<file path="config.mk">
export PLATFORM = sky130hd
export DESIGN_NAME = midi_byte_stream_parser
export DESIGN_NICKNAME = d
export VERILOG_FILES = /design/src/midi_pkg.sv /design/src/midi_byte_stream_parser.sv
export SDC_FILE = /design/constraint.sdc
export NUM_CORES = 1
export LEC_CHECK = 0
export BUFFER_PORTS_ARGS = -buffer_cell sky130_fd_sc_hd__buf_2
export CAP_MARGIN = 0
export CORE_MARGIN = 2
export CORE_UTILIZATION = 40
export CTS_CLUSTER_SIZE = 12
export DETAILED_ROUTE_END_ITERATION = 7
export GPL_TIMING_DRIVEN = 0
export PLACE_DENSITY = 0.66
export REMOVE_ABC_BUFFERS = 1
export SYNTH_ARGS = -nofsm -noshare
export SYNTH_HDL_FRONTEND = slang
export SYNTH_SLANG_ARGS = --single-unit
export TNS_END_PERCENT = 30
</file>
<file path="constraint.sdc">
create_clock -name clk_i -period 3 [get_ports clk_i]
set_input_delay 0 -clock clk_i [delete_from_list [all_inputs] [get_ports clk_i]]
set_output_delay 0 -clock clk_i [all_outputs]
set_load 0.01 [all_outputs]
</file>
<file path="src/midi_pkg.sv">
// Shared types and byte codes for the MIDI byte stream parser.
package midi_pkg;

  // Kind of a result word.
  typedef enum logic [1:0] {
    KindMsg     = 2'd0,
    KindSxData  = 2'd1,
    KindSxCmd   = 2'd2,
    KindSxUser  = 2'd3
  } kind_e;

  localparam int unsigned CountW = 13;

  localparam logic [7:0] SysexStart   = 8'hF0;
  localparam logic [7:0] SysexEnd     = 8'hF7;
  localparam logic [7:0] TimingClock  = 8'hF8;
  localparam logic [7:0] TimeCode     = 8'hF1;
  localparam logic [7:0] SongPosition = 8'hF2;
  localparam logic [7:0] SongSelect   = 8'hF3;
  localparam logic [7:0] CmdPrefix0   = 8'h00;
  localparam logic [7:0] CmdPrefix1   = 8'h03;
  localparam logic [7:0] CmdPrefix2   = 8'h45;

  // One result word.
  typedef struct packed {
    kind_e              kind;
    logic [7:0]         status_byte;
    logic [6:0]         first_data;
    logic [6:0]         second_data;
    logic [1:0]         message_length;
    logic [CountW-1:0]  sysex_count;
    logic               sysex_overflow;
  } result_t;

endpackage

</file>
<file path="src/midi_byte_stream_parser.sv">
// MIDI byte stream parser: running status, sysex pass-through, USB packet skip.
//
// Usage:
//   Feed one raw MIDI byte per word on the slave stream. tuser marks whether
//   the byte came from a 3-byte USB MIDI packet and whether it is the first
//   payload byte of that packet. Each accepted word yields zero or one result
//   word on the master stream: a complete channel or system message, a sysex
//   data byte with its index, or a sysex end event (command or user).
//   A result appears on the master side in the cycle after its input word
//   is accepted. Throughput: one byte per cycle when not stalled; decoding
//   is combinational from the input handshake to the result register.
//   Stall: while a result word is held and the master side is not ready,
//   the slave side stops taking bytes; the held result stays unchanged.
//   Reset (rst_ni low, asynchronous) clears running status, sysex tracking,
//   the packet skip flag and the result valid.
//   SYSEX_MAX bounds the stored sysex length; bytes past it are dropped and
//   the end event reports the overflow.
module midi_byte_stream_parser
  import midi_pkg::*;
#(
  parameter int unsigned SYSEX_MAX = 4096
) (
  input  logic        clk_i,
  input  logic        rst_ni,
  input  logic        s_axis_tvalid_i,
  output logic        s_axis_tready_o,
  input  logic [7:0]  s_axis_tdata_i,   // [7:0] byte_in
  input  logic [1:0]  s_axis_tuser_i,   // [0] from_usb, [1] packet_start
  output logic        m_axis_tvalid_o,
  input  logic        m_axis_tready_i,
  // [7:0] status_byte, [14:8] first_data, [21:15] second_data,
  // [23:22] message_length, [36:24] sysex_count, [37] sysex_overflow, [39:38] zero
  output logic [39:0] m_axis_tdata_o,
  output logic [1:0]  m_axis_tuser_o    // [1:0] kind
);

  localparam int unsigned LenW = $clog2(SYSEX_MAX + 1);
  localparam logic [LenW-1:0] LenMax = LenW'(SYSEX_MAX);
  localparam logic [LenW-1:0] PrefixLen = LenW'(3);

  // Parser state.
  logic [7:0]      run_status_q, run_status_d;
  logic [6:0]      held_data_q, held_data_d;
  logic            await_second_q, await_second_d;
  logic            in_sysex_q, in_sysex_d;
  logic [LenW-1:0] sx_len_q, sx_len_d;
  logic [7:0]      prefix_q [3];
  logic [7:0]      prefix_d [3];
  logic            overflow_q, overflow_d;
  logic            skip_q, skip_d;

  // Result register.
  logic            out_valid_q;
  result_t         out_q;

  logic            in_accept;
  logic [7:0]      in_byte;
  logic            in_usb;
  logic            in_start;
  logic            skip_now;
  logic            res_valid;
  result_t         res;
  logic [3:0]      hi_nib;
  logic            two_data;
  logic            one_data;
  logic            single_byte;
  logic            is_cmd;
  logic [LenW+CountW-1:0] len_ext;

  assign in_byte  = s_axis_tdata_i;
  assign in_usb   = s_axis_tuser_i[0];
  assign in_start = s_axis_tuser_i[1];

  // Take a byte whenever the result slot is empty or being drained.
  assign s_axis_tready_o = ~out_valid_q | m_axis_tready_i;
  assign in_accept       = s_axis_tvalid_i & s_axis_tready_o;

  assign hi_nib   = run_status_q[7:4];
  assign two_data = (hi_nib == 4'h8) || (hi_nib == 4'h9) || (hi_nib == 4'hA) ||
                    (hi_nib == 4'hB) || (hi_nib == 4'hE) ||
                    (run_status_q == SongPosition);
  assign one_data = (hi_nib == 4'hC) || (hi_nib == 4'hD) ||
                    (run_status_q == SongSelect) || (run_status_q == TimeCode);
  assign single_byte = ((in_byte >= 8'hF4) && (in_byte <= 8'hF6)) || (in_byte >= 8'hF9);
  assign is_cmd = (prefix_q[0] == CmdPrefix0) && (prefix_q[1] == CmdPrefix1) &&
                  (prefix_q[2] == CmdPrefix2);

  // Report the low count bits whatever the length width.
  assign len_ext = {{CountW{1'b0}}, sx_len_q};

  // A USB byte that is not a packet start stays skipped while the flag is up.
  assign skip_now = skip_q & in_usb & ~in_start;

  always_comb begin
    run_status_d   = run_status_q;
    held_data_d    = held_data_q;
    await_second_d = await_second_q;
    in_sysex_d     = in_sysex_q;
    sx_len_d       = sx_len_q;
    prefix_d       = prefix_q;
    overflow_d     = overflow_q;
    skip_d         = skip_q;
    res_valid      = 1'b0;
    res            = '0;

    if (in_accept) begin
      skip_d = skip_now;
      if (!skip_now) begin
        if (in_sysex_q) begin
          if (in_byte == SysexEnd) begin
            in_sysex_d = 1'b0;
            if (sx_len_q > PrefixLen) begin
              res_valid          = 1'b1;
              res.kind           = is_cmd ? KindSxCmd : KindSxUser;
              res.status_byte    = SysexEnd;
              res.sysex_count    = len_ext[CountW-1:0];
              res.sysex_overflow = overflow_q;
            end
          end else if (sx_len_q >= LenMax) begin
            // Drop: the store is full.
            overflow_d = 1'b1;
          end else begin
            if (sx_len_q < PrefixLen) begin
              prefix_d[sx_len_q[1:0]] = in_byte;
            end
            res_valid       = 1'b1;
            res.kind        = KindSxData;
            res.status_byte = in_byte;
            res.sysex_count = len_ext[CountW-1:0];
            sx_len_d        = sx_len_q + LenW'(1);
          end
        end else if (in_byte[7]) begin
          // Any status byte restarts sysex tracking and sets running status.
          sx_len_d     = '0;
          prefix_d     = '{default: '0};
          overflow_d   = 1'b0;
          run_status_d = in_byte;
          if (single_byte) begin
            res_valid          = 1'b1;
            res.kind           = KindMsg;
            res.status_byte    = in_byte;
            res.message_length = 2'd1;
            skip_d             = in_usb;
          end else if (in_byte == SysexStart) begin
            in_sysex_d = 1'b1;
          end else if (in_byte == TimingClock) begin
            skip_d = in_usb;
          end
        end else if (two_data) begin
          if (!await_second_q) begin
            held_data_d    = in_byte[6:0];
            await_second_d = 1'b1;
          end else begin
            await_second_d     = 1'b0;
            res_valid          = 1'b1;
            res.kind           = KindMsg;
            res.status_byte    = run_status_q;
            res.first_data     = held_data_q;
            res.second_data    = in_byte[6:0];
            res.message_length = 2'd3;
          end
        end else if (one_data) begin
          res_valid          = 1'b1;
          res.kind           = KindMsg;
          res.status_byte    = run_status_q;
          res.first_data     = in_byte[6:0];
          res.message_length = 2'd2;
          skip_d             = in_usb;
        end
      end
    end
  end

  always_ff @(posedge clk_i or negedge rst_ni) begin
    if (!rst_ni) begin
      run_status_q   <= '0;
      held_data_q    <= '0;
      await_second_q <= 1'b0;
      in_sysex_q     <= 1'b0;
      sx_len_q       <= '0;
      prefix_q       <= '{default: '0};
      overflow_q     <= 1'b0;
      skip_q         <= 1'b0;
      out_valid_q    <= 1'b0;
    end else begin
      run_status_q   <= run_status_d;
      held_data_q    <= held_data_d;
      await_second_q <= await_second_d;
      in_sysex_q     <= in_sysex_d;
      sx_len_q       <= sx_len_d;
      prefix_q       <= prefix_d;
      overflow_q     <= overflow_d;
      skip_q         <= skip_d;
      if (in_accept) begin
        out_valid_q <= res_valid;
      end else if (m_axis_tready_i) begin
        out_valid_q <= 1'b0;
      end
    end
  end

  // Payload: load on every accepted byte, hold otherwise.
  always_ff @(posedge clk_i) begin
    if (in_accept) begin
      out_q <= res;
    end
  end

  assign m_axis_tvalid_o = out_valid_q;
  assign m_axis_tuser_o  = out_q.kind;
  assign m_axis_tdata_o  = {2'b00, out_q.sysex_overflow, out_q.sysex_count,
                            out_q.message_length, out_q.second_data,
                            out_q.first_data, out_q.status_byte};

  // Stored sysex length never passes its bound.
  a_len_bound: assert property (@(posedge clk_i) disable iff (!rst_ni)
    sx_len_q <= LenMax)
    else $error("sysex length past bound");

  // A status byte taken outside sysex clears the stored length.
  a_status_clears: assert property (@(posedge clk_i) disable iff (!rst_ni)
    (in_accept && !skip_now && !in_sysex_q && in_byte[7]) |=> (sx_len_q == '0))
    else $error("status byte did not clear sysex length");

  // A held sysex data word was produced while sysex was open.
  a_sx_data_src: assert property (@(posedge clk_i) disable iff (!rst_ni)
    (out_valid_q && (out_q.kind == KindSxData)) |-> $past(in_sysex_q))
    else $error("sysex data word outside sysex");

  // A message word always carries a length and no sysex fields.
  a_msg_fields: assert property (@(posedge clk_i) disable iff (!rst_ni)
    (out_valid_q && (out_q.kind == KindMsg)) |->
      (out_q.message_length != 2'd0 && out_q.sysex_count == '0 && !out_q.sysex_overflow))
    else $error("malformed message word");

endmodule
</file>
# Word level (Yosys, flattened, before mapping)
# Index checks and enable logic that the tools add are counted.
# classes
n_addsub,1
order_cmp,8
n_eq_ne,19
mux,59
bitwise,14
n_reduce_logical,28
# op_table
operator,n
$mux W24,6
$mux W13,6
$eq A8 B8 Y1 const B,6
$mux W10,4
$mux W1,32
$eq A4 B4 Y1 const B,7
$bwmux W24,1
$mux W17,1
$demux W8 S2,1
$ge A8 B8 Y1 const B,2
$mux W8,2
$mux W15,1
$reduce_and A5 Y1,3
$mux W14,1
$add A13 B1 Y13 const B,1
$ge A13 B13 Y1 const B,1
$gt A13 B2 Y1 const B,1
$lt A13 B2 Y1 const B,1
$reduce_and A6 Y1,2
$logic_or A1 B1 Y1,9
$mux W9,1
$not A1 Y1,9
$eq A8 B2 Y1 const B,1
$eq A8 B7 Y1 const B,1
other kinds (18),29
# word_totals
reg_bits,97
output_inout_bits,44

# Logic depth before layout (Yosys ltp)
# depth
ltp_word,11
mapped_depth,8

# Least setup slack after synthesis
# Ideal clock, no wire load.
# synth_path
path_kind,register to register
startpoint,register sx_len_q[12]
endpoint,"register out_q, in the netlist m_axis_tdata_o[4] (data pin)"
setup_time_ns,0.261
arrival_ns,1.768
path_slack_ns,0.971
stages_incl_launch_ff,7
n_path_buf,1
path_cell_list,dfrtp_1 -> nor4_1 -> nand2_1 -> o2111a_1 -> buf_4 -> or2_2 -> a221o_1
# synth_between
elab_chain_len,4
elab_cells_between_ends,6
classes_between,order compare: 2; mux: 4
# synth_rtl
item,line,text
from (decl),midi_byte_stream_parser.sv:46,"logic [LenW-1:0] sx_len_q, sx_len_d;"
from (signal assigned),midi_byte_stream_parser.sv:190,sx_len_q <= sx_len_d;
$ge A13 B13 Y1 / $gt A13 B2 Y1 (equally long branches),"midi_byte_stream_parser.sv:119, midi_byte_stream_parser.sv:112",
$mux W9 / $mux W10 (equally long branches),"midi_byte_stream_parser.sv:119, midi_byte_stream_parser.sv:112",
$mux W10 (*),midi_byte_stream_parser.sv:110,if (in_byte == SysexEnd) begin
$mux W10 (*),midi_byte_stream_parser.sv:109,if (in_sysex_q) begin
to (signal assigned),midi_byte_stream_parser.sv:205,out_q <= res;
to (decl),midi_byte_stream_parser.sv:54,result_t out_q;
# Every way passes the cells marked *; elsewhere a longest branch is shown, timed or not.
# A chain may end at the register's enable or synchronous reset.

# Worst setup path after layout
# layout_path
startpoint,register sx_len_q[7]
endpoint,"register out_q, in the netlist m_axis_tuser_o[0] (data pin)"
# The elaborated chain is that of the path after synthesis.

==> summary.log <==
[synth] Synth Area in Simple Gates 0.1897
[floorplan] I/O pin total 58
[placement] # port buffers 55
[detailed_routing] Routed Wire Length 9574 um
[sta] shortest period the worst path allows 2.792 ns
[floorplan] full die area 0.01191 mm2
[clock_network] number of CTS-inserted buffers 9
[floorplan] Core Box Area 0.01079 mm2
[worst_setup_path] startpoint class of the critical path register
[detailed_routing] number of iterations in the first detailed-routing pass 5
[synth] number of enable-type register cells in the synthesized netlist 40
[cells_and_area] antenna diode count 0
[clock_network] post-cts sizing count 0
[cells_and_area] synth-to-layout area growth 13.99%
[worst_setup_path] cell breakdown of the critical path nor4_1 -> nand2_1 -> o2111a_1 -> nor2_1 -> nor2_1
[worst_setup_path] Critical path buffers and inverters 0
[cells_and_area] area of the multi-input gates 0.001630 mm2
[worst_setup_path] launch instance of the worst register-to-register path sx_len_q[7]
[cells_and_area] Final Net Count 442
[synth] average instance area after synthesis 11.82 um2
[detailed_routing] post-route antenna net violation count 0
[power] ratio of total power to cell area 607.0 mW/mm2
[hold_path] path type of the worst min-delay path in2reg
[sta] worst-case hold slack 0.03340 ns
[sta] final setup vio count 0
[worst_setup_path] critical path class reg2reg
[detailed_routing] via count normalized by instance count 5.504
[worst_setup_path] slowest cell on the critical path nor2_1
[clock_network] master cell of the clock root buffer clkbuf_8
[hold_path] Min-Delay Startpoint s_axis_tdata_i[7]
[synth] area of the mapped netlist 0.004419 mm2
[worst_setup_path] CP required 3.07 ns
[detailed_routing] iteration-0 DRC count of the detailed router 201
[clock_network] number of buffers on the longest clock path 2
[grt] largest net degree at the start of global routing 58
[worst_setup_path] capture point of the worst reg-to-reg path m_axis_tuser_o[0]
[worst_setup_path] Data arrival, critical path 2.86 ns
[grt] initial antenna violation count 0
[power] Worst IR Drop VDD 0.2481 mV
[worst_setup_path] critical path's largest stage delay 0.86 ns
[sta] final cycle utilization of the critical path 0.9305
[clock_network] clock slew at the register clock pins of the worst setup and hold paths 0.09 ns
[synth] post-synthesis mux area share 0.02463
[power] standby leakage power 2.165 nW
[floorplan] floorplan die width 109.1 um
[worst_setup_path] depth of the worst register-to-register path 5
[sta] unrepaired setup endpoints after global routing no
[placement] Final Wtd Congestion 0.8442
[synth] Post-Synth Adder-Cell Area 0.01133
[hold_path] worst hold path endpoint prefix_q[15]
[clock_network] clock latency of the later-clocked register in the worst-skew pair 0.37 ns
[detailed_routing] post-detailed-route wirelength per cell 16.83 um
[detailed_routing] vias 3132
[outcome] outcome complete, no violations
[grt] global router's overall resource usage 0.1691
[floorplan] die height 109.1 um
[clock_network] clock sink count 97
[worst_setup_path] family of cells with the greatest summed delay on the critical path simple AND/OR/NAND/NOR gates
[synth] number of distinct library cells after synthesis 50
[grt] first-pass GRT wire length 15170 um
[placement] estimated wirelength of the detail-placed design 6392 um
[synth] synthesis warning total 0
[sta] slew at the pin closest to its max-slew limit 1.047 ns
[cells_and_area] fraction of final layout cells with drive strength greater than 1 0.1981
[detailed_routing] DRC 0
[grt] vias in the first global route 2906
[sta] sum of negative setup slack 0 ns
[synth] complex-gate fraction of the synthesized area 0.1257
[clock_network] CTS tree built
[worst_setup_path] Worst Setup End Kind register
[synth] top post-synthesis cells by area dfrtp_1 32%, edfxtp_1 27%, a22o_1 6.3%
[synth] largest family of logic cells by synthesized area simple AND/OR/NAND/NOR gates
[synth] Synth Area in XOR/XNOR 0.01586
[synth] sequential-to-total area share from yosys stat 0.5946
[floorplan] starting density of the core 0.4095
[synth] top cell type by total area after synthesis dfrtp_1
[synth] area fraction of the dominant cell type after synthesis 0.3228
[worst_setup_path] setup slack of the worst register-to-register path 0.21 ns
[job] reported max-cap violation count 0
[clock_network] H-tree Lvls 3
[synth] ys async rst share 0.5876
[hold_path] Hold Crit Depth 2
[worst_setup_path] most frequent CP cell nor2_1
[synth] synthesized instance count 374
[clock_network] post-CTS setup repair buffer count 0
[cells_and_area] sequential cell area in the final layout 0.002628 mm2
[synth] Post-synth top flop dfrtp_1
[worst_setup_path] crit-path max FO 14
[sta] Highest Clock Rate 358.2 MHz
[synth] number of flip-flops and latches in the synthesized netlist 97
[sta] clock skew 0.01579 ns
[sta] total count of max-transition violations in the final report 0
[sta] hold violation count in the final report 0
[grt] GRT overflow 0
[cells_and_area] fill cell count 986
[floorplan] count of standard-cell rows 38
[sta] worst relative slew slack 0.2996
==> cells by family after synthesis <==
family / count (synthesis)
AOI/OAI and AO/OA: 69
other: 1
xor gates and xnor gates: 8
adders and majority gates: 4
and+or+nand+nor: 149
buffers and inverters: 36
muxes: 10
DFF: 97
==> cell type report <==
type / instances / share of cell area
clock inverter: 5 / 0.01217
multi-input combinational: 242 / 0.3236
sequential: 97 / 0.5216
inverter: 9 / 0.006706
clock buffer: 11 / 0.02608
timing repair buffer: 65 / 0.07501
tap: 140 / 0.03477
==> routing by layer <==
| metal | global-route usage | part of all wire | vias to the layer above |
|---|---|---|---|
| met3 | 0.03586 | 0.045 | 11 |
| met2 | 0.2613 | 0.47 | 84 |
| met5 | 0 | 0 | - |
| met1 | 0.2373 | 0.47 | 1562 |
| met4 | 0.05586 | 0.012 | 0 |
| li1 | - | - | 1475 |
==> flip-flops by register name, indices dropped and copies added (netlist names), 2 cells and up <==
| name | count |
|---|---|
| held_data_q | 7 |
| m_axis_tdata_o | 38 |
| m_axis_tuser_o | 2 |
| prefix_q | 24 |
| run_status_q | 8 |
| sx_len_q | 13 |
==> stage by stage <==
step                      power, W  utilization  setup WS, ns  std cells  area (um2)
after floorplan           0.002028            -        0.9725        348        4292
after global placement    0.002212       0.4394        0.3037        543        4742
after detailed placement  0.002232       0.4394        0.2185        543        4742
after CTS                 0.003081       0.4665        0.2080        569        5035
after global routing      0.003209       0.4667       0.08857        569        5037
final                     0.003058       0.4667        0.2085        569        5037
==> placed cells by master, fill, tap and decap left out, types with 5 or more instances in the layout <==
| cell type | instances |
|---|---|
| xnor2_1 | 7 |
| nand3_1 | 9 |
| nand2b_1 | 6 |
| nor4_1 | 14 |
| nor2b_1 | 12 |
| dlygate4sd3_1 | 10 |
| a221o_1 | 5 |
| edfxtp_1 | 40 |
| buf_2 | 54 |
| nand2_1 | 37 |
| a21oi_1 | 6 |
| and2_1 | 9 |
| mux2_2 | 7 |
| o21ai_0 | 11 |
| clkbuf_8 | 9 |
| nor3_1 | 9 |
| inv_1 | 8 |
| dfrtp_1 | 57 |
| nor2_1 | 22 |
| a22o_1 | 32 |
==> report_power, final <==
part | internal, W | switching [W]
combinational | 0.000222 | 0.000310
clock | 0.000394 | 0.000455
sequential | 0.00158 | 0.0000970
==> cells in the mapped netlist, types with 2 or more instances <==
master and n:
a21oi_1 6, a221o_1 5, a22o_1 32, a31oi_1 4
and2_1 9, and3_1 4, and4_1 2, buf_2 9
buf_4 5, clkbuf_1 13, dfrtp_1 57, edfxtp_1 40
ha_1 4, inv_1 9, mux2_2 7, mux2i_1 3
nand2_1 37, nand2b_1 6, nand3_1 9, nand4_1 3
nor2_1 22, nor2b_1 12, nor3_1 9, nor3_2 2
nor4_1 14, nor4_4 2, nor4b_1 4, o2111a_1 2
o21ai_0 11, o2bb2ai_1 2, or2_2 2, or3_1 2
or4_1 3, xnor2_1 7
==> how the worst max path moves through the flow <==
stage / cells after the start / slack, ns / end / start
floorplan: 5 / 0.97 / m_axis_tuser_o[0] / sx_len_q[12]
global placement: 5 / 0.30 / m_axis_tuser_o[0] / sx_len_q[7]
detailed placement: 5 / 0.22 / m_axis_tuser_o[0] / sx_len_q[7]
CTS: 5 / 0.21 / m_axis_tuser_o[0] / sx_len_q[7]
global route: 5 / 0.09 / m_axis_tuser_o[0] / sx_len_q[3]
finish: 5 / 0.21 / m_axis_tuser_o[0] / sx_len_q[7]
==> timing repair <==
item	CTS	global route
hold buffers	10	0
endpoints found under the hold margin	66	0
setup endpoints to repair	0	0
Power figures use the tool's default switching activity.
